==> config.mk <==
export PLATFORM = sky130hd
export DESIGN_NAME = gamepad_command_responder_core
export DESIGN_NICKNAME = d
export VERILOG_FILES = /design/src/hdl/gcr_pkg.sv /design/src/hdl/gcr_decode.sv /design/src/hdl/gamepad_command_responder_core.sv
export SDC_FILE = /design/constraint.sdc
export NUM_CORES = 1
export LEC_CHECK = 0
export BUFFER_PORTS_ARGS = -buffer_cell sky130_fd_sc_hd__buf_2
export CORE_MARGIN = 4
export CORE_UTILIZATION = 65
export CTS_BUF_LIST = sky130_fd_sc_hd__clkbuf_2 sky130_fd_sc_hd__clkbuf_4 sky130_fd_sc_hd__clkbuf_8
export DETAILED_ROUTE_END_ITERATION = 7
export GPL_TIMING_DRIVEN = 0
export PLACE_DENSITY = 0.86
export SYNTH_ARGS = -nofsm -noshare
export SYNTH_HDL_FRONTEND = slang
export SYNTH_SLANG_ARGS = --single-unit
==> constraint.sdc <==
create_clock -name clk -period 6.02 [get_ports clk]
set_clock_uncertainty 0.15 [all_clocks]
set_input_delay 1.806 -clock clk [delete_from_list [all_inputs] [get_ports clk]]
set_output_delay 1.806 -clock clk [all_outputs]
set_load 0.02 [all_outputs]
==> src/hdl/gcr_pkg.sv <==
// ----------------------------------------------------------------------------
// gcr_pkg
// Shared types, codes and reset values for the game-pad command responder.
// ----------------------------------------------------------------------------
package gcr_pkg;

    localparam int NUM_PORTS = 4;

    localparam logic [7:0] ID_DIGITAL  = 8'h41;
    localparam logic [7:0] ID_ANALOG   = 8'h73;
    localparam logic [7:0] ID_PRESSURE = 8'h79;
    localparam logic [7:0] ID_CONFIG   = 8'hF3;

    localparam logic [7:0] CMD_VREF      = 8'h40;
    localparam logic [7:0] CMD_MASK      = 8'h41;
    localparam logic [7:0] CMD_READ      = 8'h42;
    localparam logic [7:0] CMD_CONFIG    = 8'h43;
    localparam logic [7:0] CMD_SET_MODE  = 8'h44;
    localparam logic [7:0] CMD_MODEL     = 8'h45;
    localparam logic [7:0] CMD_ACT_INFO  = 8'h46;
    localparam logic [7:0] CMD_COMB_INFO = 8'h47;
    localparam logic [7:0] CMD_MODE_INFO = 8'h4C;
    localparam logic [7:0] CMD_ACT_ALIGN = 8'h4D;
    localparam logic [7:0] CMD_BTN_INFO  = 8'h4F;

    localparam logic [7:0] REPLY_TAIL     = 8'h5A;
    localparam logic [7:0] MODE_INFO_ZERO = 8'h04;
    localparam logic [7:0] MODE_INFO_ONE  = 8'h07;

    // reply bytes 3..8, byte 3 in bits 7:0
    localparam logic [47:0] REPLY_VREF      = 48'h5A_00_00_02_00_00;
    localparam logic [47:0] REPLY_MODEL     = 48'h00_01_02_00_02_03;
    localparam logic [47:0] REPLY_ACT_ZERO  = 48'h0A_00_02_01_00_00;
    localparam logic [47:0] REPLY_ACT_OTHER = 48'h14_01_01_01_00_00;
    localparam logic [47:0] REPLY_COMB      = 48'h00_01_00_02_00_00;
    localparam logic [47:0] REPLY_ALIGN     = 48'hFF_FF_FF_FF_FF_FF;

    localparam logic [3:0]  MOTOR_POS_RESET   = 4'd2;
    localparam logic [31:0] BUTTON_MASK_RESET = 32'h0003_FFFF;
    localparam logic [3:0]  VIB_ENABLE_RESET  = 4'd3;

    typedef struct packed {
        logic [1:0] port;
        logic [7:0] command;
        logic [7:0] byte_two;
        logic [7:0] param0;
        logic [7:0] param1;
        logic [7:0] param2;
        logic [7:0] param3;
        logic [7:0] param4;
        logic [7:0] param5;
        logic       pad_running;
        logic [7:0] driver_mode;
    } req_t;

    typedef struct packed {
        logic        responding;
        logic [7:0]  id_byte;
        logic [47:0] reply_data;
        logic        use_driver_data;
        logic        rumble_valid;
        logic [7:0]  rumble_left;
        logic [7:0]  rumble_right;
        logic        set_mode_valid;
        logic [7:0]  set_mode_value;
        logic [7:0]  set_lock_value;
    } rsp_t;

    typedef struct packed {
        logic [7:0]  mode;
        logic        pressure;
        logic [7:0]  id;
        logic [7:0]  cfg;
        logic [7:0]  lock;
        logic [3:0]  left_pos;
        logic [3:0]  right_pos;
        logic [31:0] mask;
    } port_state_t;

    localparam port_state_t PORT_STATE_RESET = '{
        mode:      8'h00,
        pressure:  1'b0,
        id:        ID_DIGITAL,
        cfg:       8'h00,
        lock:      8'h00,
        left_pos:  MOTOR_POS_RESET,
        right_pos: MOTOR_POS_RESET,
        mask:      BUTTON_MASK_RESET
    };

    function automatic logic [7:0] frame_at(req_t r, logic [3:0] pos);
        logic [7:0] b;
        case (pos)
            4'd1:    b = r.command;
            4'd2:    b = r.byte_two;
            4'd3:    b = r.param0;
            4'd4:    b = r.param1;
            4'd5:    b = r.param2;
            4'd6:    b = r.param3;
            4'd7:    b = r.param4;
            4'd8:    b = r.param5;
            default: b = 8'h00;
        endcase
        return b;
    endfunction

endpackage

==> src/hdl/gcr_decode.sv <==
// ----------------------------------------------------------------------------
// gcr_decode
// Decodes one command frame against the addressed port's state and forms the
// reply, rumble and mode-set outputs and the port's next state.
// ----------------------------------------------------------------------------
module gcr_decode (
    input  gcr_pkg::req_t        req,
    input  gcr_pkg::port_state_t cur,
    input  logic                 port_ok,
    input  logic                 vib_en,
    output gcr_pkg::rsp_t        rsp,
    output gcr_pkg::port_state_t nxt
);
    import gcr_pkg::*;

    logic        do_read;
    logic [47:0] rep;
    logic [7:0]  prm [6];

    assign prm[0] = req.param0;
    assign prm[1] = req.param1;
    assign prm[2] = req.param2;
    assign prm[3] = req.param3;
    assign prm[4] = req.param4;
    assign prm[5] = req.param5;

    always_comb
    begin
        nxt     = cur;
        rsp     = '0;
        do_read = 1'b0;
        rep     = '0;
        if (port_ok)
        begin
            if (!req.pad_running)
            begin
                nxt.left_pos  = MOTOR_POS_RESET;
                nxt.right_pos = MOTOR_POS_RESET;
            end
            else
            begin
                rsp.responding = 1'b1;
                rsp.id_byte    = ID_CONFIG;
                unique case (req.command)
                    CMD_VREF:
                        rep = REPLY_VREF;
                    CMD_MASK:
                        if (cur.id != ID_DIGITAL)
                            rep = {REPLY_TAIL, 8'h00, cur.mask};
                    CMD_CONFIG:
                    begin
                        nxt.cfg = req.param0;
                        do_read = (cur.cfg == 8'h00);
                    end
                    CMD_READ:
                    begin
                        if (vib_en)
                        begin
                            rsp.rumble_valid = 1'b1;
                            rsp.rumble_left  = frame_at(req, cur.left_pos);
                            rsp.rumble_right = frame_at(req, cur.right_pos);
                        end
                        do_read = 1'b1;
                    end
                    CMD_SET_MODE:
                    begin
                        nxt.mode = req.param0;
                        nxt.lock = req.param1;
                        if (req.param0 != 8'h00)
                            nxt.id = cur.pressure ? ID_PRESSURE : ID_ANALOG;
                        else
                            nxt.id = ID_DIGITAL;
                        rsp.set_mode_valid = 1'b1;
                        rsp.set_mode_value = req.param0;
                        rsp.set_lock_value = req.param1;
                    end
                    CMD_MODEL:
                    begin
                        rep        = REPLY_MODEL;
                        rep[23:16] = cur.mode;
                    end
                    CMD_ACT_INFO:
                        rep = (req.param0 == 8'h00) ? REPLY_ACT_ZERO : REPLY_ACT_OTHER;
                    CMD_COMB_INFO:
                        rep = REPLY_COMB;
                    CMD_MODE_INFO:
                        rep[31:24] = (req.param0 == 8'h00) ? MODE_INFO_ZERO : MODE_INFO_ONE;
                    CMD_ACT_ALIGN:
                    begin
                        rep = REPLY_ALIGN;
                        for (int k = 0; k < 6; k++)
                        begin
                            if (prm[k] == 8'h00)
                                nxt.right_pos = 4'(k + 3);
                            if (prm[k] == 8'h01)
                                nxt.left_pos = 4'(k + 3);
                        end
                    end
                    CMD_BTN_INFO:
                    begin
                        nxt.id       = ID_PRESSURE;
                        nxt.pressure = 1'b1;
                        nxt.mask     = {req.param3, req.param2, req.param1, req.param0};
                        rep[47:40]   = REPLY_TAIL;
                    end
                    default:
                        rep = '0;
                endcase

                if (do_read)
                begin
                    if (nxt.lock == 8'h00 && nxt.mode != req.driver_mode)
                    begin
                        nxt.mode = req.driver_mode;
                        nxt.id   = (req.driver_mode != 8'h00) ? ID_ANALOG : ID_DIGITAL;
                    end
                    rsp.id_byte         = nxt.id;
                    rsp.use_driver_data = 1'b1;
                end
                else
                begin
                    rsp.reply_data = rep;
                end
            end
        end
    end

endmodule

==> src/hdl/gamepad_command_responder_core.sv <==
// ----------------------------------------------------------------------------
// gamepad_command_responder_core
// Emulated game-pad command responder: per-port state, one reply per frame.
// ----------------------------------------------------------------------------
//  channel | direction | handshake             | payload
//  cmd     | in        | cmd_valid / cmd_stall | port, command, byte_two,
//          |           |                       | param0..param5, pad_running,
//          |           |                       | driver_mode
//  rsp     | out       | rsp_valid / rsp_stall | responding .. set_lock_value
//  cfg     | in        | cfg_valid / cfg_ready | cfg_data (vibration enable)
//
// One request per cycle while no held result stalls cmd; the result passes
// through the input register and the result register around the decoder.
// Per-port state is updated as a request leaves the input register, so the
// next request on the same port sees it. Reset restores all ports at once.
// A held result stalls the input register, which then stalls cmd.
// ----------------------------------------------------------------------------
module gamepad_command_responder_core (
    input  logic        clk,
    input  logic        rst_n,

    input  logic        cmd_valid,
    output logic        cmd_stall,
    input  logic [1:0]  port,
    input  logic [7:0]  command,
    input  logic [7:0]  byte_two,
    input  logic [7:0]  param0,
    input  logic [7:0]  param1,
    input  logic [7:0]  param2,
    input  logic [7:0]  param3,
    input  logic [7:0]  param4,
    input  logic [7:0]  param5,
    input  logic        pad_running,
    input  logic [7:0]  driver_mode,

    output logic        rsp_valid,
    input  logic        rsp_stall,
    output logic        responding,
    output logic [7:0]  id_byte,
    output logic [47:0] reply_data,
    output logic        use_driver_data,
    output logic        rumble_valid,
    output logic [7:0]  rumble_left,
    output logic [7:0]  rumble_right,
    output logic        set_mode_valid,
    output logic [7:0]  set_mode_value,
    output logic [7:0]  set_lock_value,

    input  logic        cfg_valid,
    output logic        cfg_ready,
    input  logic [3:0]  cfg_data
);
    import gcr_pkg::*;

    logic        in_valid_reg;
    req_t        in_req_reg;
    logic        out_valid_reg;
    rsp_t        out_rsp_reg;
    logic [3:0]  vib_enable_reg;
    port_state_t state_reg [NUM_PORTS];

    logic        advance;
    logic        fire;
    logic        accept;
    logic        port_hit;
    port_state_t cur_state;
    port_state_t next_state;
    rsp_t        result;
    req_t        req_in;

    assign req_in = '{
        port:        port,
        command:     command,
        byte_two:    byte_two,
        param0:      param0,
        param1:      param1,
        param2:      param2,
        param3:      param3,
        param4:      param4,
        param5:      param5,
        pad_running: pad_running,
        driver_mode: driver_mode
    };

    assign advance   = !out_valid_reg || !rsp_stall;
    assign fire      = in_valid_reg && advance;
    assign cmd_stall = in_valid_reg && !advance;
    assign accept    = cmd_valid && !cmd_stall;
    assign cfg_ready = 1'b1;

    always_comb
    begin
        cur_state = PORT_STATE_RESET;
        port_hit  = 1'b0;
        for (int p = 0; p < NUM_PORTS; p++)
        begin
            if (int'(in_req_reg.port) == p)
            begin
                cur_state = state_reg[p];
                port_hit  = 1'b1;
            end
        end
    end

    gcr_decode u_decode (
        .req     (in_req_reg),
        .cur     (cur_state),
        .port_ok (port_hit),
        .vib_en  (vib_enable_reg[in_req_reg.port]),
        .rsp     (result),
        .nxt     (next_state)
    );

    always_ff @(posedge clk or negedge rst_n)
    begin
        if (!rst_n)
        begin
            in_valid_reg   <= 1'b0;
            out_valid_reg  <= 1'b0;
            vib_enable_reg <= VIB_ENABLE_RESET;
            for (int p = 0; p < NUM_PORTS; p++)
            begin
                state_reg[p] <= PORT_STATE_RESET;
            end
        end
        else
        begin
            if (accept)
                in_valid_reg <= 1'b1;
            else if (advance)
                in_valid_reg <= 1'b0;

            if (advance)
                out_valid_reg <= in_valid_reg;

            if (cfg_valid && cfg_ready)
                vib_enable_reg <= cfg_data;

            for (int p = 0; p < NUM_PORTS; p++)
            begin
                if (fire && int'(in_req_reg.port) == p)
                    state_reg[p] <= next_state;
            end
        end
    end

    always_ff @(posedge clk)
    begin
        if (accept)
            in_req_reg <= req_in;
        if (fire)
            out_rsp_reg <= result;
    end

    assign rsp_valid       = out_valid_reg;
    assign responding      = out_rsp_reg.responding;
    assign id_byte         = out_rsp_reg.id_byte;
    assign reply_data      = out_rsp_reg.reply_data;
    assign use_driver_data = out_rsp_reg.use_driver_data;
    assign rumble_valid    = out_rsp_reg.rumble_valid;
    assign rumble_left     = out_rsp_reg.rumble_left;
    assign rumble_right    = out_rsp_reg.rumble_right;
    assign set_mode_valid  = out_rsp_reg.set_mode_valid;
    assign set_mode_value  = out_rsp_reg.set_mode_value;
    assign set_lock_value  = out_rsp_reg.set_lock_value;

    a_stall_from_output: assert property (@(posedge clk) disable iff (!rst_n)
        cmd_stall |-> rsp_valid && rsp_stall)
        else $error("cmd stalled without a held result");

    a_hold_input: assert property (@(posedge clk) disable iff (!rst_n)
        in_valid_reg && !advance |=> in_valid_reg && $stable(in_req_reg))
        else $error("input register changed while held");

    a_rumble_on_read: assert property (@(posedge clk) disable iff (!rst_n)
        rsp_valid && rumble_valid |-> use_driver_data && responding && !set_mode_valid)
        else $error("rumble outside a read reply");

    a_driver_data_clean: assert property (@(posedge clk) disable iff (!rst_n)
        rsp_valid && use_driver_data |-> reply_data == '0 && id_byte != ID_CONFIG)
        else $error("driver data reply carries reply bytes");

endmodule

==> qor.yml, run 1 <==
routabilityCongestion: 0.964
setup_viol: 0
dp_hpwl_um: 43900
cts-resized-gates: 0
clkTransAtPathRegs_ps: 60
grt_first_pass_wirelength_um: 99300
insertion_delay_ps: 630
wire_per_inst_um: 25.9
cp.required_ps: 6260
antenna_found_initial: 2
cts_buffer_depth: 3
synth_edf_count: 158
syn-num-nets: 1833
p_comb_frac: 0.218
area_growth_pct: 14.8
clkSinkCount: 456
setup_ws_ps: 1470
ys_warn_count: 0
grt_overflow: 0
p_int_uw: 6550
yosys_register_bits: 456
switching_power_uw: 2910
fin_crit_ps: 4550
track_usage: 0.365
synth_ff_type: "dfrtp_1"
start_kind: "flop"
drv_slew: 0
route.detailed.drc: 0
io_pins: 179
grt_pass1_vias: 17289
status: "completed"
core_area_um2: 31600
drv_cap: 0
wl_um: 64100
numPortBuffers: 177
ys_types: 64
postCtsSetupBuffers: 0
syn_area_um2: 20800
dp_worst_setup_slack_ps: 1130
power.leakage_uw: 0.00976
power_density_nw_per_um2: 397
first_pass_iters: 7
switching_share: 0.307
grt_start_max_net_pins: 136
ant_nets: 0
drive_gt1_frac: 0.277
fmax_ghz: 0.220
total_power_uw: 9460
hold_viol_final: 0
slew_headroom: 0.301
cts_tree: "done"
chipHeight_um: 187
via_per_inst: 6.84
yosysSeqAreaShare: 0.593
cts_buffers: 74
critPathKind: "flop to flop"
min_period_over_period: 0.755
htreeDepth: 3
crit_chain: "clkbuf_1, buf_2, buf_2, buf_2, buf_4, buf_2, mux4_2, nor3_1, a21oi_1, buf_2, nand2_1, a21oi_1"
largest_reg_flops: 292
hold_buffers: 0
crit_top_cell: "buf_2"
crit_path_top_delay_cell: "a21oi_1"
fp.dieW_um: 187
cpPeakStageDelay_ps: 670
syn_inst: 1749
rsz0062_at_grt: "no"
std_cell_rows: 65
synthArstFlopShare: 0.654
vias: 16903
drt_iter0_drc: 2582
crit_path_end_kind: "flop"
syn_area_per_cell_um2: 11.9
cpLargestDelayFamily: "buffers and inverters"
clockPowerShare: 0.296
critPathMaxFanout: 10
peakVddDrop_uv: 294
pwr-share-seq: 0.486
hp-class: "flop to flop"
worst_slew_pin_slew_ps: 1040
nets: 2090
start_util: 0.658
cp.arrival_ps: 4780
die_area_um2: 34900
ctsRootBufferMaster: "clkbuf_8"
timing.critical_path.buf_inv: 7
## worst reg2reg max path, delay by kind of cell (launching register included)
kind / cells / cell delay (ps)
and+or+nand+nor: 2 / 170
DFF: 1 / 320
muxes: 1 / 280
AOI/OAI and AO/OA: 2 / 920
buffers and inverters: 7 / 2480
## power groups by stage
stage,combinational (uW),clock [uW],sequential [uW]
global placement,1860,0,4550
CTS,2020,2810,4570
detailed placement,2000,0,4610
global route,2250,2960,4660
floorplan,1420,0,4490
finish,2060,2800,4600
## cell usage in the layout (no fill, tap or decap), types with 5 or more instances in the layout
cell type	netlist	final
a21oi_1	116	116
a221oi_1	11	11
a222oi_1	13	13
a22o_1	14	14
a22oi_1	11	11
a31oi_1	55	55
and2_1	16	15
and3_1	20	20
buf_1	8	8
buf_2	29	205
buf_4	12	12
clkbuf_1	84	84
clkbuf_4	0	33
clkbuf_8	0	81
clkinv_1	0	13
dfrtp_1	208	208
dfstp_2	90	90
edfxtp_1	158	158
inv_1	12	11
mux2_2	39	39
mux2i_1	47	47
mux4_2	74	74
nand2_1	208	208
nand2b_1	18	18
nand3_1	14	14
nand4_1	8	8
nor2_1	161	161
nor3_1	8	8
nor3b_1	5	5
nor4_1	7	7
o21a_1	36	36
o21ai_0	173	173
o21ai_1	10	10
or2_2	5	5
or4_1	14	14
xnor2_1	16	16
## stage by stage
stage          hold WS (ps)  cell area [um^2]  setup TNS [ps]  std cells   util
4_1_cts                 332             23800               0       2470  0.755
2_1_floorplan           295             20800               0       1749      -
3_3_place_gp            306             22200         -537120       2328  0.702
3_5_place_dp            318             22300               0       2332  0.706
6_report                327             23800               0       2471  0.756
5_1_grt                 348             23800               0       2470  0.755
## cells by family (layout without fill, tap and decap cells)
group	count (synthesis)	in the layout	share of synthesized area
buffers and inverters	146	465	0.0307
and+or+nand+nor	503	503	0.111
DFF	456	456	0.593
muxes	160	160	0.124
AOI/OAI and AO/OA	467	467	0.134
xor gates and xnor gates	16	16	0.00675
other	1	2	0.000181
## layer usage
metal,up-vias,share of wire,track usage
li1,6973,-,-
met1,8267,0.36,0.483
met2,1327,0.45,0.558
met3,332,0.12,0.0932
met4,4,0.067,0.212
met5,-,0.00039,0
## area by class of cell
type / instances / area, um^2
Clock inverter: 24 / 193
Buffer: 134 / 592
Antenna cell: 1 / 2.50
Inverter: 12 / 47.5
Sequential cell: 456 / 12300
Clock buffer: 114 / 1360
Tap cell: 402 / 503
Timing Repair Buffer: 181 / 998
Fill cell: 1968 / 7710
Multi-Input combinational cell: 1147 / 7830
## synth_stat cells (2+ instances only)
| cell type | count | share of area |
|---|---|---|
| dfrtp_1 | 208 | 0.25 |
| nand2_1 | 208 | 0.038 |
| o21ai_0 | 173 | 0.042 |
| nor2_1 | 161 | 0.029 |
| edfxtp_1 | 158 | 0.23 |
| a21oi_1 | 116 | 0.028 |
| dfstp_2 | 90 | 0.11 |
| clkbuf_1 | 84 | 0.015 |
| mux4_2 | 74 | 0.080 |
| a31oi_1 | 55 | 0.017 |
| mux2i_1 | 47 | 0.023 |
| mux2_2 | 39 | 0.021 |
| o21a_1 | 36 | 0.013 |
| buf_2 | 29 | 0.0070 |
| and3_1 | 20 | 0.0060 |
| nand2b_1 | 18 | 0.0054 |
| and2_1 | 16 | 0.0048 |
| xnor2_1 | 16 | 0.0067 |
| a22o_1 | 14 | 0.0059 |
| nand3_1 | 14 | 0.0034 |
| or4_1 | 14 | 0.0051 |
| a222oi_1 | 13 | 0.0063 |
| buf_4 | 12 | 0.0043 |
| inv_1 | 12 | 0.0022 |
| a221oi_1 | 11 | 0.0046 |
| a22oi_1 | 11 | 0.0040 |
| o21ai_1 | 10 | 0.0024 |
| buf_1 | 8 | 0.0014 |
| nand4_1 | 8 | 0.0024 |
| nor3_1 | 8 | 0.0019 |
| nor4_1 | 7 | 0.0021 |
| nor3b_1 | 5 | 0.0018 |
| or2_2 | 5 | 0.0015 |
| nand3_4 | 4 | 0.0034 |
| o22ai_1 | 4 | 0.0012 |
| a41oi_1 | 3 | 0.0013 |
| nor2b_1 | 3 | 0.00090 |
| nor4b_1 | 3 | 0.0013 |
| o21ba_2 | 3 | 0.0014 |
| a211oi_1 | 2 | 0.00072 |
| a21o_1 | 2 | 0.00072 |
| nand4bb_1 | 2 | 0.0011 |
| o22a_1 | 2 | 0.00084 |
## final timing paths
kind / start / end / slack [ps] / cells after the start
max reg2reg: in_req_reg[74] / reply_data[22] / 1470 / 12
max: in_req_reg[74] / reply_data[22] / 1470 / 12
min: state_reg[40] / state_reg[40] / 330 / 2
max in group asynchronous: rst_n / state_reg[167] / 3240 / 3
min in group asynchronous: rst_n / state_reg[218] / 900 / 1
min reg2reg: state_reg[40] / state_reg[40] / 330 / 2
Note: power is estimated with default switching activity, not from simulation.
==> run 2, diff against run 1 <==
Settings changed: CORE_UTILIZATION 65 to 62, PLACE_DENSITY 0.86 to 0.82.
Clock period 6.02 ns to 4.61 ns, I/O delays scaled along.
==> qor.yml, run 2 (same netlist as run 1, synthesis figures left out) <==
peakVddDrop_uv: 356  # was 294 uV
cts_tree: "done"  # unchanged
switching_share: 0.308  # was 0.307
grt_first_pass_wirelength_um: 95200  # was 99300 um
crit_path_start: "in_req_reg[74]"  # unchanged
dpl_cell_area_um2: 22400  # was 22300 um^2
rr_startpoint: "in_req_reg[74]"  # unchanged
power.leakage_uw: 0.00971  # was 0.00976 uW
nets: 2092  # was 2090
drv_cap: 0  # unchanged
grt_pass1_vias: 16710  # was 17289
hold_buffers: 0  # unchanged
fill_cells: 2238  # was 1968
wl_um: 62600  # was 64100 um
min_from: "state_reg[92]"  # was state_reg[40]
routabilityCongestion: 0.958  # was 0.964
grt_start_max_net_pins: 122  # was 136
setup_viol: 0  # unchanged
grt_overflow: 0  # unchanged
pwr-share-seq: 0.493  # was 0.486
route.detailed.drc: 0  # unchanged
start_util: 0.634  # was 0.658
cp.arrival_ps: 4740  # was 4780 ps
final_cell_mix: "nand2_1 (208), dfrtp_1 (208), buf_2 (205)"  # unchanged
ant_nets: 0  # unchanged
core_area_um2: 32800  # was 31600 um^2
ff2ff_path_depth: 10  # was 12
drt_iter0_drc: 1962  # was 2582
cts_buffer_depth: 3  # unchanged
track_usage: 0.343  # was 0.365
hp-class: "flop to flop"  # unchanged
power_density_nw_per_um2: 509  # was 397 nW/um^2
cts-resized-gates: 0  # unchanged
drv_slew: 0  # unchanged
switching_power_uw: 3740  # was 2910 uW
slew_headroom: 0.301  # about the same
die_area_um2: 36500  # was 34900 um^2
stdcell_area_um2: 23800  # about the same
fmax_ghz: 0.224  # was 0.220 GHz
critPathMaxFanout: 10  # unchanged
wire_per_inst_um: 24.9  # was 25.9 um
fp.dieW_um: 191  # was 187 um
dp_hpwl_um: 43200  # was 43900 um
crit_path_end_kind: "flop"  # unchanged
std_cell_rows: 66  # was 65
htreeDepth: 3  # unchanged
insertion_delay_ps: 630  # about the same
p_int_uw: 8400  # was 6550 uW
cts_buffers: 74  # unchanged
vias: 16490  # was 16903
numPortBuffers: 177  # unchanged
p_comb_frac: 0.219  # was 0.218
start_kind: "flop"  # unchanged
worst_slew_pin_slew_ps: 1030  # was 1040 ps
drive_gt1_frac: 0.276  # was 0.277
antenna_found_initial: 0  # was 2
whs_ps: 329  # was 327 ps
min_period_over_period: 0.968  # was 0.755
largest_reg_flops: 292  # unchanged
area_growth_pct: 14.8  # about the same
ctsRootBufferMaster: "clkbuf_8"  # unchanged
rsz0062_at_grt: "no"  # unchanged
hold_depth: 2  # unchanged
fin_crit_ps: 4460  # was 4550 ps
status: "completed"  # unchanged
hold_viol_final: 0  # unchanged
clkTransAtPathRegs_ps: 60  # about the same
critPathKind: "flop to flop"  # unchanged
num_antenna_cells: 0  # was 1
io_pins: 179  # unchanged
postCtsSetupBuffers: 0  # unchanged
via_per_inst: 6.57  # was 6.84
chipHeight_um: 191  # was 187 um
cp.required_ps: 4890  # was 6260 ps
first_pass_iters: 7  # unchanged
total_power_uw: 12100  # was 9460 uW
clkSinkCount: 456  # unchanged
clockPowerShare: 0.288  # was 0.296
run 2: changes by cell type in the layout (fill, tap and decap cells not counted), moves of 2 or more:
cell / before / now
clkbuf_4: 33 / 27
bufinv_16: 2 / 0
clkinv_8: 2 / 0
clkinv_2: 3 / 5
clkinvlp_4: 1 / 5
clkinv_1: 13 / 16
inv_6: 2 / 0
run 2: critical path: stages (launching register included):
cell and delay, ps:
edfxtp_1 320, clkbuf_1 360, buf_2 380, buf_2 380
buf_2 360, buf_4 290, buf_2 360, mux4_2 300
nor3b_1 580, o21ai_1 450, a31oi_1 330
run 2: metrics by stage:
step / util / std cells / TNS (ps) / worst slack, ps
after CTS: 0.727 / 2510 / 0 / 147
final: 0.727 / 2510 / 0 / 146
after detailed placement: 0.682 / 2374 / 0 / 185
after global placement: 0.678 / 2368 / -909010 / -3290
after floorplan: - / 1749 / 0 / 568
after global routing: 0.727 / 2510 / 0 / 47.3
run 2: final cells by class:
type                    instances  area, um^2  area share
inverters                      12        48.8     0.00205
plain buffers                 134         592      0.0248
clock buffers                 109        1330      0.0559
repair buffers                183        1030      0.0430
flip-flops and latches        456       12300       0.517
clock inverters                27         138     0.00577
well taps                     442         553      0.0232
multi-input cells            1147        7830       0.329
run 2: power groups by stage:
stage	combinational, uW	clock (uW)	sequential [uW]
after floorplan	1860	0	5870
after global placement	2450	0	5940
after detailed placement	2600	0	6020
after CTS	2620	3510	5950
after global routing	2920	3720	6060
final	2660	3490	5990
run 2: worst paths after layout:
kind / endpoint / slack [ps]
hold / removal: state_reg[92] / 330
setup / recovery: rumble_right[3] / 150
min in group asynchronous: state_reg[258] / 580
setup reg to reg: rumble_right[3] / 150
hold reg to reg: state_reg[92] / 330
max in group asynchronous: state_reg[6] / 2300
run 2: routing by layer:
layer | routed length [um] | GRT usage
met1 | 22900 | 0.452
met2 | 28700 | 0.526
met3 | 7310 | 0.0864
met4 | 3630 | 0.194
met5 | 0 | 0
